===== src/rtl/core/tnh_pkg.sv =====
// tnh_pkg: widths, codes, controller states and the command/status bundles
// shared by the tree next-hop controller, datapath and checker.
// No dependencies.
package tnh_pkg;

  localparam int NODE_W      = 10;
  localparam int DEPTH_W     = 10;
  localparam int MAX_NODES   = 1 << NODE_W;
  localparam int LIFT_LEVELS = 10;
  localparam int LEVEL_W     = $clog2(LIFT_LEVELS);

  typedef logic [NODE_W-1:0]      node_t;
  typedef logic [DEPTH_W-1:0]     depth_t;
  typedef logic [LEVEL_W-1:0]     level_t;
  typedef logic [LIFT_LEVELS-1:0] step_t;

  typedef enum logic [1:0] {
    OP_LOAD  = 2'd0,
    OP_BUILD = 2'd1,
    OP_QUERY = 2'd2
  } op_e;

  typedef enum logic [4:0] {
    ST_CLEAR,
    ST_IDLE,
    ST_B_RD1,
    ST_B_RD2,
    ST_B_WR,
    ST_Q_DS,
    ST_Q_DD,
    ST_Q_SETUP,
    ST_LIFT_CHK,
    ST_LIFT_WT,
    ST_CMP,
    ST_J_RU,
    ST_J_RV,
    ST_J_CMP,
    ST_PAR_RD,
    ST_PAR_WT,
    ST_DECIDE,
    ST_RESULT
  } state_e;

  typedef enum logic [1:0] {
    RD_NODE,
    RD_TBL,
    RD_U,
    RD_V
  } rd_sel_e;

  typedef enum logic {
    DEP_S,
    DEP_D
  } dep_sel_e;

  typedef enum logic [1:0] {
    WR_NONE,
    WR_CLEAR,
    WR_LOAD,
    WR_BUILD
  } wr_mode_e;

  typedef enum logic [3:0] {
    DP_NOP,
    DP_ACCEPT,
    DP_CAP_DS,
    DP_SETUP,
    DP_U_FROM_TBL,
    DP_L_FROM_U,
    DP_CAP_PU,
    DP_JUMP,
    DP_L_FROM_TBL,
    DP_LIFT_D,
    DP_LIFT_S,
    DP_RES_U,
    DP_RES_ZERO
  } dp_op_e;

  typedef struct packed {
    dp_op_e   op;
    wr_mode_e wr_mode;
    rd_sel_e  rd_sel;
    dep_sel_e dep_sel;
    node_t    node;
    level_t   level;
  } tnh_cmd_t;

  typedef struct packed {
    step_t step;
    node_t node_count;
    logic  u_zero;
    logic  u_eq_v;
    logic  l_eq_s;
    logic  dd_le_ds;
  } tnh_status_t;

endpackage


===== src/rtl/core/tnh_controller.sv =====
// tnh_controller: state machine sequencing table clear, build and query steps,
// plus the busy flag and the result strobe.
// Depends on tnh_pkg.
module tnh_controller import tnh_pkg::*; (
  input  logic        clk_i,
  input  logic        rst_ni,
  input  logic        start_i,
  input  logic [1:0]  operation_i,
  output logic        busy_o,
  output logic        result_valid_o,
  output tnh_cmd_t    cmd_o,
  input  tnh_status_t stat_i
);

  state_e state_q, state_d;
  level_t k_q, k_d;
  node_t  cnt_q, cnt_d;
  logic   final_q, final_d;
  logic   valid_q, valid_d;

  always_ff @(posedge clk_i or negedge rst_ni) begin
    if (!rst_ni) begin
      state_q <= ST_CLEAR;
      k_q     <= '0;
      cnt_q   <= '0;
      final_q <= 1'b0;
      valid_q <= 1'b0;
    end else begin
      state_q <= state_d;
      k_q     <= k_d;
      cnt_q   <= cnt_d;
      final_q <= final_d;
      valid_q <= valid_d;
    end
  end

  assign busy_o         = (state_q != ST_IDLE);
  assign result_valid_o = valid_q;

  // next state
  always_comb begin
    state_d = state_q;
    k_d     = k_q;
    cnt_d   = cnt_q;
    final_d = final_q;
    unique case (state_q)
      ST_CLEAR: begin
        cnt_d = cnt_q + node_t'(1);
        if (cnt_q == node_t'(MAX_NODES - 1)) begin
          state_d = ST_IDLE;
        end
      end
      ST_IDLE: begin
        if (start_i) begin
          unique case (op_e'(operation_i))
            OP_BUILD: begin
              if (stat_i.node_count != '0) begin
                state_d = ST_B_RD1;
                k_d     = '0;
                cnt_d   = node_t'(1);
              end
            end
            OP_QUERY: state_d = ST_Q_DS;
            default:  state_d = ST_IDLE;
          endcase
        end
      end
      ST_B_RD1: state_d = ST_B_RD2;
      ST_B_RD2: state_d = ST_B_WR;
      ST_B_WR: begin
        state_d = ST_B_RD1;
        if (cnt_q == stat_i.node_count) begin
          cnt_d = node_t'(1);
          if (k_q == level_t'(LIFT_LEVELS - 2)) begin
            state_d = ST_IDLE;
          end else begin
            k_d = k_q + level_t'(1);
          end
        end else begin
          cnt_d = cnt_q + node_t'(1);
        end
      end
      ST_Q_DS: state_d = ST_Q_DD;
      ST_Q_DD: state_d = ST_Q_SETUP;
      ST_Q_SETUP: begin
        state_d = ST_LIFT_CHK;
        k_d     = level_t'(LIFT_LEVELS - 1);
        final_d = 1'b0;
      end
      ST_LIFT_CHK: begin
        // the final lift stops once it reaches node zero
        priority if (final_q && stat_i.u_zero) begin
          state_d = ST_RESULT;
        end else if (stat_i.step[k_q]) begin
          state_d = ST_LIFT_WT;
        end else if (k_q == '0) begin
          state_d = final_q ? ST_RESULT : ST_CMP;
        end else begin
          k_d = k_q - level_t'(1);
        end
      end
      ST_LIFT_WT: begin
        if (k_q == '0) begin
          state_d = final_q ? ST_RESULT : ST_CMP;
        end else begin
          k_d     = k_q - level_t'(1);
          state_d = ST_LIFT_CHK;
        end
      end
      ST_CMP: begin
        if (stat_i.u_eq_v) begin
          state_d = ST_DECIDE;
        end else begin
          state_d = ST_J_RU;
          k_d     = level_t'(LIFT_LEVELS - 1);
        end
      end
      ST_J_RU: state_d = ST_J_RV;
      ST_J_RV: state_d = ST_J_CMP;
      ST_J_CMP: begin
        if (k_q == '0) begin
          state_d = ST_PAR_RD;
        end else begin
          k_d     = k_q - level_t'(1);
          state_d = ST_J_RU;
        end
      end
      ST_PAR_RD: state_d = ST_PAR_WT;
      ST_PAR_WT: state_d = ST_DECIDE;
      ST_DECIDE: begin
        if (stat_i.l_eq_s && stat_i.dd_le_ds) begin
          state_d = ST_IDLE;
        end else begin
          state_d = ST_LIFT_CHK;
          k_d     = level_t'(LIFT_LEVELS - 1);
          final_d = 1'b1;
        end
      end
      ST_RESULT: state_d = ST_IDLE;
      default:   state_d = ST_IDLE;
    endcase
  end

  // outputs
  always_comb begin
    cmd_o.op      = DP_NOP;
    cmd_o.wr_mode = WR_NONE;
    cmd_o.rd_sel  = RD_U;
    cmd_o.dep_sel = DEP_S;
    cmd_o.node    = cnt_q;
    cmd_o.level   = k_q;
    unique case (state_q)
      ST_CLEAR: cmd_o.wr_mode = WR_CLEAR;
      ST_IDLE: begin
        if (start_i) begin
          unique case (op_e'(operation_i))
            OP_LOAD:  cmd_o.wr_mode = WR_LOAD;
            OP_QUERY: cmd_o.op = DP_ACCEPT;
            default:  cmd_o.op = DP_NOP;
          endcase
        end
      end
      ST_B_RD1: cmd_o.rd_sel = RD_NODE;
      ST_B_RD2: cmd_o.rd_sel = RD_TBL;
      ST_B_WR:  cmd_o.wr_mode = WR_BUILD;
      ST_Q_DS:  cmd_o.dep_sel = DEP_S;
      ST_Q_DD: begin
        cmd_o.op      = DP_CAP_DS;
        cmd_o.dep_sel = DEP_D;
      end
      ST_Q_SETUP:  cmd_o.op = DP_SETUP;
      ST_LIFT_CHK: cmd_o.rd_sel = RD_U;
      ST_LIFT_WT:  cmd_o.op = DP_U_FROM_TBL;
      ST_CMP: begin
        if (stat_i.u_eq_v) begin
          cmd_o.op = DP_L_FROM_U;
        end
      end
      ST_J_RU: cmd_o.rd_sel = RD_U;
      ST_J_RV: begin
        cmd_o.op     = DP_CAP_PU;
        cmd_o.rd_sel = RD_V;
      end
      ST_J_CMP: cmd_o.op = DP_JUMP;
      ST_PAR_RD: cmd_o.level = '0;
      ST_PAR_WT: begin
        cmd_o.op    = DP_L_FROM_TBL;
        cmd_o.level = '0;
      end
      ST_DECIDE: begin
        priority if (stat_i.l_eq_s && stat_i.dd_le_ds) begin
          cmd_o.op = DP_RES_ZERO;
        end else if (stat_i.l_eq_s) begin
          cmd_o.op = DP_LIFT_D;
        end else begin
          cmd_o.op = DP_LIFT_S;
        end
      end
      ST_RESULT: cmd_o.op = DP_RES_U;
      default:   cmd_o.op = DP_NOP;
    endcase
  end

  assign valid_d = (cmd_o.op == DP_RES_U) || (cmd_o.op == DP_RES_ZERO);

endmodule


===== config.mk =====
export PLATFORM = sky130hd
export DESIGN_NAME = tnh_controller
export DESIGN_NICKNAME = d
export VERILOG_FILES = /design/src/rtl/core/tnh_pkg.sv /design/src/rtl/core/tnh_controller.sv
export SDC_FILE = /design/constraint.sdc
export NUM_CORES = 1
export LEC_CHECK = 0
export BUFFER_PORTS_ARGS = -buffer_cell sky130_fd_sc_hd__buf_4
export CAP_MARGIN = 20
export CORE_MARGIN = 3
export CORE_UTILIZATION = 55
export CTS_BUF_LIST = sky130_fd_sc_hd__clkbuf_8
export CTS_CLUSTER_DIAMETER = 80
export DETAILED_ROUTE_END_ITERATION = 8
export PLACE_DENSITY = 0.79
export SKIP_LAST_GASP = 1
export SYNTH_ARGS = -nofsm -noshare
export SYNTH_HDL_FRONTEND = slang
export SYNTH_SLANG_ARGS = --single-unit

===== constraint.sdc =====
create_clock -name clk_i -period 3 [get_ports clk_i]
set_input_delay 0.6 -clock clk_i [delete_from_list [all_inputs] [get_ports clk_i]]
set_output_delay 0.6 -clock clk_i [all_outputs]
set_load 0.02 [all_outputs]

==> results of run 1 <==
## worst reg2reg max path: stages, from the launching register on
cell	delay (ns)
sky130_fd_sc_hd__dfrtp_1	0.48
sky130_fd_sc_hd__nand2b_1	0.24
sky130_fd_sc_hd__nand3_1	0.18
sky130_fd_sc_hd__inv_1	0.09
sky130_fd_sc_hd__ha_1	0.28
sky130_fd_sc_hd__a21o_1	0.19
sky130_fd_sc_hd__a21oi_1	0.19
sky130_fd_sc_hd__xor2_1	0.12
sky130_fd_sc_hd__a311o_1	0.37
sky130_fd_sc_hd__a2bb2oi_1	0.13
sky130_fd_sc_hd__mux2_2	0.26
## layer usage
metal  global-route usage, %  vias to the layer above
met2                   42.79                      122
met5                       0                        -
met1                   38.21                     1050
li1                        -                     1085
met3                   6.404                       23
met4                   8.189                        0
## cell families (layout without fill, tap and decap cells)
group	Yosys count	after routing	share of synthesized area, %
simple gates	118	118	31.09
compound gates	66	66	20.92
flops	21	21	24.55
fa+ha+maj	4	4	2.689
xor+xnor	21	21	8.591
mux	12	12	6.020
buf+inv	27	75	6.136
## final timing paths
path	cells after the start	startpoint	endpoint	slack, ns
setup / recovery	6	state_q[1]	cmd_o[18]	0.30
hold / removal	1	rst_ni	final_q	0.20
setup reg to reg	10	state_q[0]	k_q[3]	0.38
hold reg to reg	2	cnt_q[6]	cnt_q[6]	0.64
max in group asynchronous	1	rst_ni	state_q[4]	2.57
min in group clk_i	2	cnt_q[6]	cnt_q[6]	0.64
## state kept, by name, indices dropped and copies added, names as in the netlist
name            flops
final_q             1
result_valid_o      1
k_q                 4
cnt_q              10
state_q             5
## layout by cell type (no fill, tap or decap), types with 9 or more instances in the layout
cell type / n
sky130_fd_sc_hd__nand3_1: 9
sky130_fd_sc_hd__a21oi_1: 18
sky130_fd_sc_hd__buf_4: 61
sky130_fd_sc_hd__xnor2_1: 11
sky130_fd_sc_hd__xor2_1: 10
sky130_fd_sc_hd__nand2_1: 19
sky130_fd_sc_hd__dfrtp_1: 21
sky130_fd_sc_hd__nand4_1: 11
sky130_fd_sc_hd__nor2_1: 28
sky130_fd_sc_hd__inv_1: 9
sky130_fd_sc_hd__o21ai_0: 11
## report_power, final
group / internal (mW) / switching, mW / total (mW)
registers: 0.331 / 0.108 / 0.439
logic: 0.255 / 0.307 / 0.562
clock network: 0.0943 / 0.109 / 0.203
total: 0.680 / 0.524 / 1.20
## layout make-up
type                            count  share of cell area, %
Inverter                           10                  1.436
Timing Repair Buffer               61                  17.52
Tap cell                           48                  2.298
Clock inverter                      1                 0.2872
Clock buffer                        3                  1.580
Multi-Input combinational cell    221                  56.77
Sequential cell                    21                  20.11
## stage by stage
| step | instances | power [mW] |
|---|---|---|
| finish | 365 | 1.204 |
| global route | 365 | 1.276 |
| CTS | 365 | 1.188 |
| detailed placement | 361 | 0.9943 |
| global placement | 361 | 0.9834 |
| floorplan | 269 | 0.7866 |
==> impl.org, run 1 <==
** Outcome
- Run status :: finished clean

** Flow run
- Max-cap violations in this run came to 0.

** Route
- The routed design uses 2.816 mm of met2 wire.
- Met3 wire len :: 516 µm
- Routed WL :: 6.184 mm
- Final routed DRC violation total :: 0
- Count of nets left with antenna violations after detail routing :: 0
- Number of iterations in the first detailed-routing pass :: 7
- After detailed routing, the wire length on met1 is 2.736 mm.
- Number of violations reported at the end of detailed-routing iteration 0 :: 321
- Dividing the detail-routed wire length by the instance count gives 16.94 µm.
- Using the TritonRoute via totals, the vias-per-cell ratio works out to 6.247.
- In this run the top signal layer used is met4.
- Routed vias :: 2280

** GRT
- The first global-routing pass estimated 9.811 mm of wire.
- Entering global routing, the biggest net connects 25 pins.
- Aggregate global routing overflow :: 0
- The via count of the first global-routing pass was about 2100.
- Global Route Usage Sum :: approximately 28%
- The number of antenna violations at the first check in global routing came to 0.

** Worst setup path
- By startpoint and endpoint, the worst setup path is classified as reg2out.
- Data on the critical path is required at its endpoint by roughly 2.4 ns.
- Along the worst path, the maximum fanout reaches 21.
- Endpoint type of the worst setup path :: primary output
- Critical path arrival :: 2.10 ns
- Worst path cell trace :: buf_4 -> or3b_4 -> nor2_2 -> inv_2 -> o41ai_1 -> buf_4
- Category of cells accounting for the largest share of critical-path delay :: simple AND/OR/NAND/NOR gates
- Cell with the largest stage delay on the worst path :: sky130_fd_sc_hd__or3b_4
- On the worst path, the slowest cell contributes a delay of roughly 0.44 ns.
- The worst setup path is launched from a flop.
- Most used cell along the critical path :: sky130_fd_sc_hd__buf_4
- Worst path bufs/invs :: 3

** Clock network
- TritonCTS built the clock tree.
- Counting the buffers created by CTS gives 3.
- The clock drives 21 sinks.
- CTS built an H-tree with a depth of 1.
- In this run the deepest clock path goes through 2 buffers.
- Clock tree synthesis selected as its root buffer the cell sky130_fd_sc_hd__clkbuf_8.
- Number of buffers inserted for hold repair after clock tree synthesis :: 0
- For the worst-skew pair, the clock arrives at the later sink with an insertion delay of 0.27 ns.
- Once the clock tree was built, the resizer swapped 0 gates to a different size.
- Post-CTS setup buffer count :: 0
- After clock tree synthesis, the clock-pin slew on the worst setup and hold paths is 0.09 ns.

** Floorplan
- Area of the placeable core :: 3716 µm²
- # rows :: 22
- For this configuration, the core starts out at a cell density of 57.61%.
- Total I/O pin count :: 54
- The floorplan step set the die width to 68.39 µm.
- Measured along the y axis, the die boundary spans 68.39 µm.
- The die covers ~4700 µm².

** STA
- Setup repair after global routing left no endpoint under its margin.
- Minimum period implied by the final worst setup slack :: roughly 2.7 ns
- Relative slew slack :: 45.09%
- Setup TNS after final layout :: 0 ns
- Worst slew pin tran :: 0.8161 ns
- The worst path uses 90.13% of the clock period.
- Derived from the worst setup path, the maximum achievable clock frequency is 0.3698 GHz.
- The final hold violation count is 0.
- For the final database, setup skew stands at approximately 0.0026 ns.
- Hold is met by 0.1996 ns.
- Final setup slack of the worst path :: between 0.2 and 0.3 ns
- Final number of setup-violating endpoints :: 0
- The count of pins over their slew limit came to 0.

** Logic synthesis
- Async set or reset register ratio after synthesis :: 100.0%
- Synthesis inferred 21 register bits.
- Net count of the mapped netlist :: between 300 and 400
- Yosys printed 0 warnings.
- Share of the synthesized area in the top cell type :: between 20% and 30%
- The most used flip-flop cell after synthesis is sky130_fd_sc_hd__dfrtp_1.
- Instance count of the mapped netlist :: 269
- Most common cell in the netlist :: sky130_fd_sc_hd__nor2_1
- The synthesized netlist occupies a cell area of 2141 µm².
- Post-synth top cells :: 28 x sky130_fd_sc_hd__nor2_1, 21 x sky130_fd_sc_hd__dfrtp_1, 19 x sky130_fd_sc_hd__nand2_1
- Count of flip-flops with a built-in enable after synthesis :: 0
- Synthesized area divided by synthesized cell count :: 7.958 µm²
- Sequential area share after synthesis :: 24.55%
- By area the synthesized netlist is led by sky130_fd_sc_hd__dfrtp_1 25%, sky130_fd_sc_hd__nor2_1 4.9%, sky130_fd_sc_hd__xnor2_1 4.5%.
- Cell type with the highest aggregate area in the netlist :: sky130_fd_sc_hd__dfrtp_1
- After synthesis, the netlist uses 64 different library cells.

** Layout
- Share of post-route cells with drive strength above 1 :: 26.50%
- Layout Area Growth over Synthesis :: 22.09%
- Cells fill a little over two thirds of the core in the end.
- After routing the design area is 2614 µm².
- NumNets Final :: around 350
- Area of the multi-input gates :: 1484 µm²
- Diode count :: 0
- Area occupied by registers :: 525.5 µm²
- Final-layout fill cell count :: 313

** Power
- In this run the power density over the cells is 460.6 nW/µm².
- Peak supply drop :: 0.0004722 V
- Summed over all cells, the static leakage comes to 1.136 nW.

** Hold path
- The path class of the tightest hold or removal check is in2async.

** Place
- The wire-length estimate of the detail-placed layout is 4.669 mm.
- Global placement routability congestion :: roughly 0.94
- Placed cell area :: 2565 µm²
- Count of port buffers added during placement :: 53
- Pre-CTS WS :: about 0.43 ns
(Power assumes the default switching activity.)
==> run 2: changes to the inputs <==
- ABC_AREA: not set -> 1
==> run 2 against run 1 <==
Compared with the run above: sequential share of layout area is 0.51 points lower; sequential cell count stayed put; global-route usage is 0.10 points lower; register-to-register slack better by 0.33 ns; fmax is 9.2% higher; critical endpoint is now cmd_o[21]; sequential power is 5.5% higher; largest power group unchanged; clock power is 6% lower.
==> impl.org, run 2 <==
** GRT
- Initial antenna violation count :: 0
- Global routing used 27.58% of the available tracks.
- The first global-routing pass estimated 10.91 mm of wire.
- Maximum number of pins on one net before global-route repair :: 22
- After global routing the overflow that remains totals 0.
- Number of global-route vias before repair :: 2448

** Worst setup path
- Cell with the largest stage delay on the worst path :: sky130_fd_sc_hd__dfrtp_1
- Worst path bufs/invs :: 2
- Peak per-stage delay on the critical path :: about 0.47 ns
- R2R setup slack :: 0.71 ns
- Among the stages of the critical path, the cell type that occurs most often is sky130_fd_sc_hd__nand3_1.
- Of all nets on the critical path, the largest fanout is 7.
- Required time worst endpoint :: about 2.4 ns
- Critical path arrival :: 1.87 ns
- Worst path cell trace :: nor2_2 -> nand3_1 -> inv_1 -> nand3_1 -> nand4_1 -> buf_4
- Category of cells accounting for the largest share of critical-path delay :: simple AND/OR/NAND/NOR gates
- Endpoint type of the worst setup path :: primary output
- Category of the most critical setup path :: reg2out
- The worst setup path is launched from a flop.

** Logic synthesis
- The synthesized design contains 21 register bits.
- By count the netlist is led by 127 x sky130_fd_sc_hd__nand2_1, 58 x sky130_fd_sc_hd__inv_1, 52 x sky130_fd_sc_hd__nor2_1.
- A synthesized cell averages 5.765 µm².
- The share of the Yosys chip area taken by registers is 23.99%.
- Yosys mapped a number of flops with a built-in enable equal to 0.
- Share of the synthesized area in the top cell type :: 23.99%
- The most common cell in the synthesized netlist is sky130_fd_sc_hd__nand2_1.
- Of all flip-flops after synthesis, the portion carrying an async set or reset was 100.0%.
- Mapped cell area :: 2191 µm²
- Distinct cell type count after synthesis :: 34
- Ys Warns :: 0
- Cell type with the highest aggregate area in the netlist :: sky130_fd_sc_hd__dfrtp_1
- The most used flip-flop cell after synthesis is sky130_fd_sc_hd__dfrtp_1.
- Counting every instance in the synthesized netlist gives 380.
- When the netlist entered floorplanning its net count stood at 413.
- By area the synthesized netlist is led by sky130_fd_sc_hd__dfrtp_1 24%, sky130_fd_sc_hd__nand2_1 22%, sky130_fd_sc_hd__nand3_1 10%.

** STA
- Final setup slack of the worst path :: 0.5251 ns
- Achievable clock frequency :: 0.4041 GHz
- The final hold violation count is 0.
- Setup total negative slack on the finished layout was measured at 0 ns.
- Relative slew slack :: 67.67%
- Setup violations remaining at the end of the flow were counted as 0.
- The count of pins over their slew limit came to 0.
- Final critical-path share of the clock period :: 82.50%
- Final hold analysis gives a worst-case slack of roughly 0.21 ns.
- Unrepaired setup endpoints after global routing :: no
- For the pin with the worst max-slew slack, the measured transition is 0.4838 ns.
- Clock skew :: 0.008440 ns
- Minimum period implied by the final worst setup slack :: approximately 2.5 ns

** Power
- Across the VDD grid, the largest voltage drop is around 0.00046 V.
- Leakage dissipation :: 1.561 nW
- After layout, the design draws a total of 1.884 mW.
- For this design the ratio of total power to cell area is 702.5 nW/µm².

** Layout
- Largest Register :: cnt_q
- Layout Area Growth over Synthesis :: 22.39%
- The library cells used most frequently in the layout, excluding fill and tap cells, are 127 x sky130_fd_sc_hd__nand2_1, 59 x sky130_fd_sc_hd__inv_1, 54 x sky130_fd_sc_hd__buf_4.
- Diode count :: 0
- Most common cell after layout, fill and taps aside :: sky130_fd_sc_hd__nand2_1
- Registers with the highest flip-flop counts :: cnt_q (10), state_q (5), k_q (4)
- At the end of the flow, the number of nets in the layout was 469.
- Max reg flops :: 10
- In the final layout, the share of cells above drive strength 1 is between 15 and 20%.

** Hold path
- The worst hold path belongs to the class in2async.

** Clock network
- Post-CTS setup buffer count :: 0
- TritonCTS Buffers :: 3
- CTS max path bufs :: 2
- Clock tree synthesis selected as its root buffer the cell sky130_fd_sc_hd__clkbuf_8.
- After clock tree synthesis, the repair step resized 0 gates.
- Level count of the clock H-tree :: 1
- TritonCTS clock tree :: yes
- Clock sink count :: 21
- The later pin in the worst-skew pair is clocked with a latency of about 0.27 ns.
- After clock tree synthesis, the clock-pin slew on the worst setup and hold paths is 0.09 ns.
- In this run, post-CTS hold repair placed 0 buffers.

** Place
- After legalization and detailed placement, the total HPWL measured 5.568 mm.
- Pre-CTS WS :: 0.7688 ns
- Count of port buffers added during placement :: 53
- Global placement routability congestion :: 0.9879

** Route
- Routed vias :: 2694
- After detailed routing, the average wire length per cell comes to 13.92 µm.
- The first detailed-routing pass took 5 iterations.
- Number of violations reported at the end of detailed-routing iteration 0 :: 230
- For this block, the routed nets add up to a little under 7 mm of wire.
- After detailed routing, the number of vias per cell comes to 5.578.
- Final routed DRC violation total :: 0
- In this run the remaining antenna-violating nets after routing total 0.

** Floorplan
- During I/O placement, the number of pins put on the boundary was 54.
- The die covers roughly 4800 µm².
- From bottom edge to top edge, the die measures slightly below 70 µm.
- The initial utilization of the core area, before any placement, comes to 58.52%.
- In this run the core area contains 22 standard-cell rows.
- The die is 69.12 µm wide.
- Area of the placeable core :: about 3700 µm²

** Flow run
- Number of max-cap violations :: 0

** Outcome
- The run finished with clean final reports.
## run 2: logic make-up after synthesis
logic type      Yosys count  share of synthesized area (%)
buf+inv                  64                          11.36
xor+xnor                  8                          3.198
compound gates           25                          7.368
simple gates            258                          51.46
fa+ha+maj                 4                          2.627
flops                    21                          23.99
## run 2: area by class of cell
class,count,area (µm²)
Sequential cell,21,525.5
Inverter,61,229.0
Clock inverter,1,3.754
Timing Repair Buffer,54,405.4
Multi-Input combinational cell,295,1416
Fill cell,344,1062
Clock buffer,3,41.29
Tap cell,48,60.06
## run 2: per-layer routing
metal | track usage [%] | part of all wire [%] | vias up
li1 | - | - | 1311
met1 | 35.45 | 42 | 1245
met2 | 47.78 | 49 | 124
met3 | 3.644 | 7.9 | 14
met4 | 8.460 | 1.6 | 0
met5 | 0 | 0 | -
## run 2: final timing paths
path	start	end	cells past startpoint
max	state_q[2]	cmd_o[21]	6
min	rst_ni	cnt_q[7]	1
max reg2reg	state_q[3]	k_q[3]	12
min reg2reg	k_q[2]	k_q[2]	2
max in group asynchronous	rst_ni	state_q[1]	1
min in group clk_i	k_q[2]	k_q[2]	2
## run 2: worst register-to-register path, stage by stage (launching register included)
cell and delay (ns):
sky130_fd_sc_hd__dfrtp_1 0.44, sky130_fd_sc_hd__inv_1 0.12, sky130_fd_sc_hd__nor2_1 0.19, sky130_fd_sc_hd__nand3_1 0.23, sky130_fd_sc_hd__nand2_2 0.19, sky130_fd_sc_hd__ha_1 0.29
sky130_fd_sc_hd__a21oi_1 0.17, sky130_fd_sc_hd__nand2_1 0.08, sky130_fd_sc_hd__xor2_1 0.15, sky130_fd_sc_hd__nand2_1 0.07, sky130_fd_sc_hd__o211ai_1 0.08, sky130_fd_sc_hd__nand3_1 0.11
sky130_fd_sc_hd__nand2_1 0.05
## run 2: stage by stage
step | area (µm²) | utilization (%) | cells
after floorplan | 2191 | - | 380
after global placement | 2636 | 70.42 | 479
after detailed placement | 2636 | 70.42 | 479
after CTS | 2681 | 71.62 | 483
after global routing | 2681 | 71.62 | 483
final | 2681 | 71.62 | 483
## run 2: report_power, final
group          switching [mW]  total (mW)  internal [mW]  leakage, nW
Clock                  0.0996       0.191         0.0914       0.0269
Sequential              0.121       0.463          0.342        0.281
Combinational           0.826        1.23          0.404         1.25
Total                    1.05        1.88          0.837         1.56
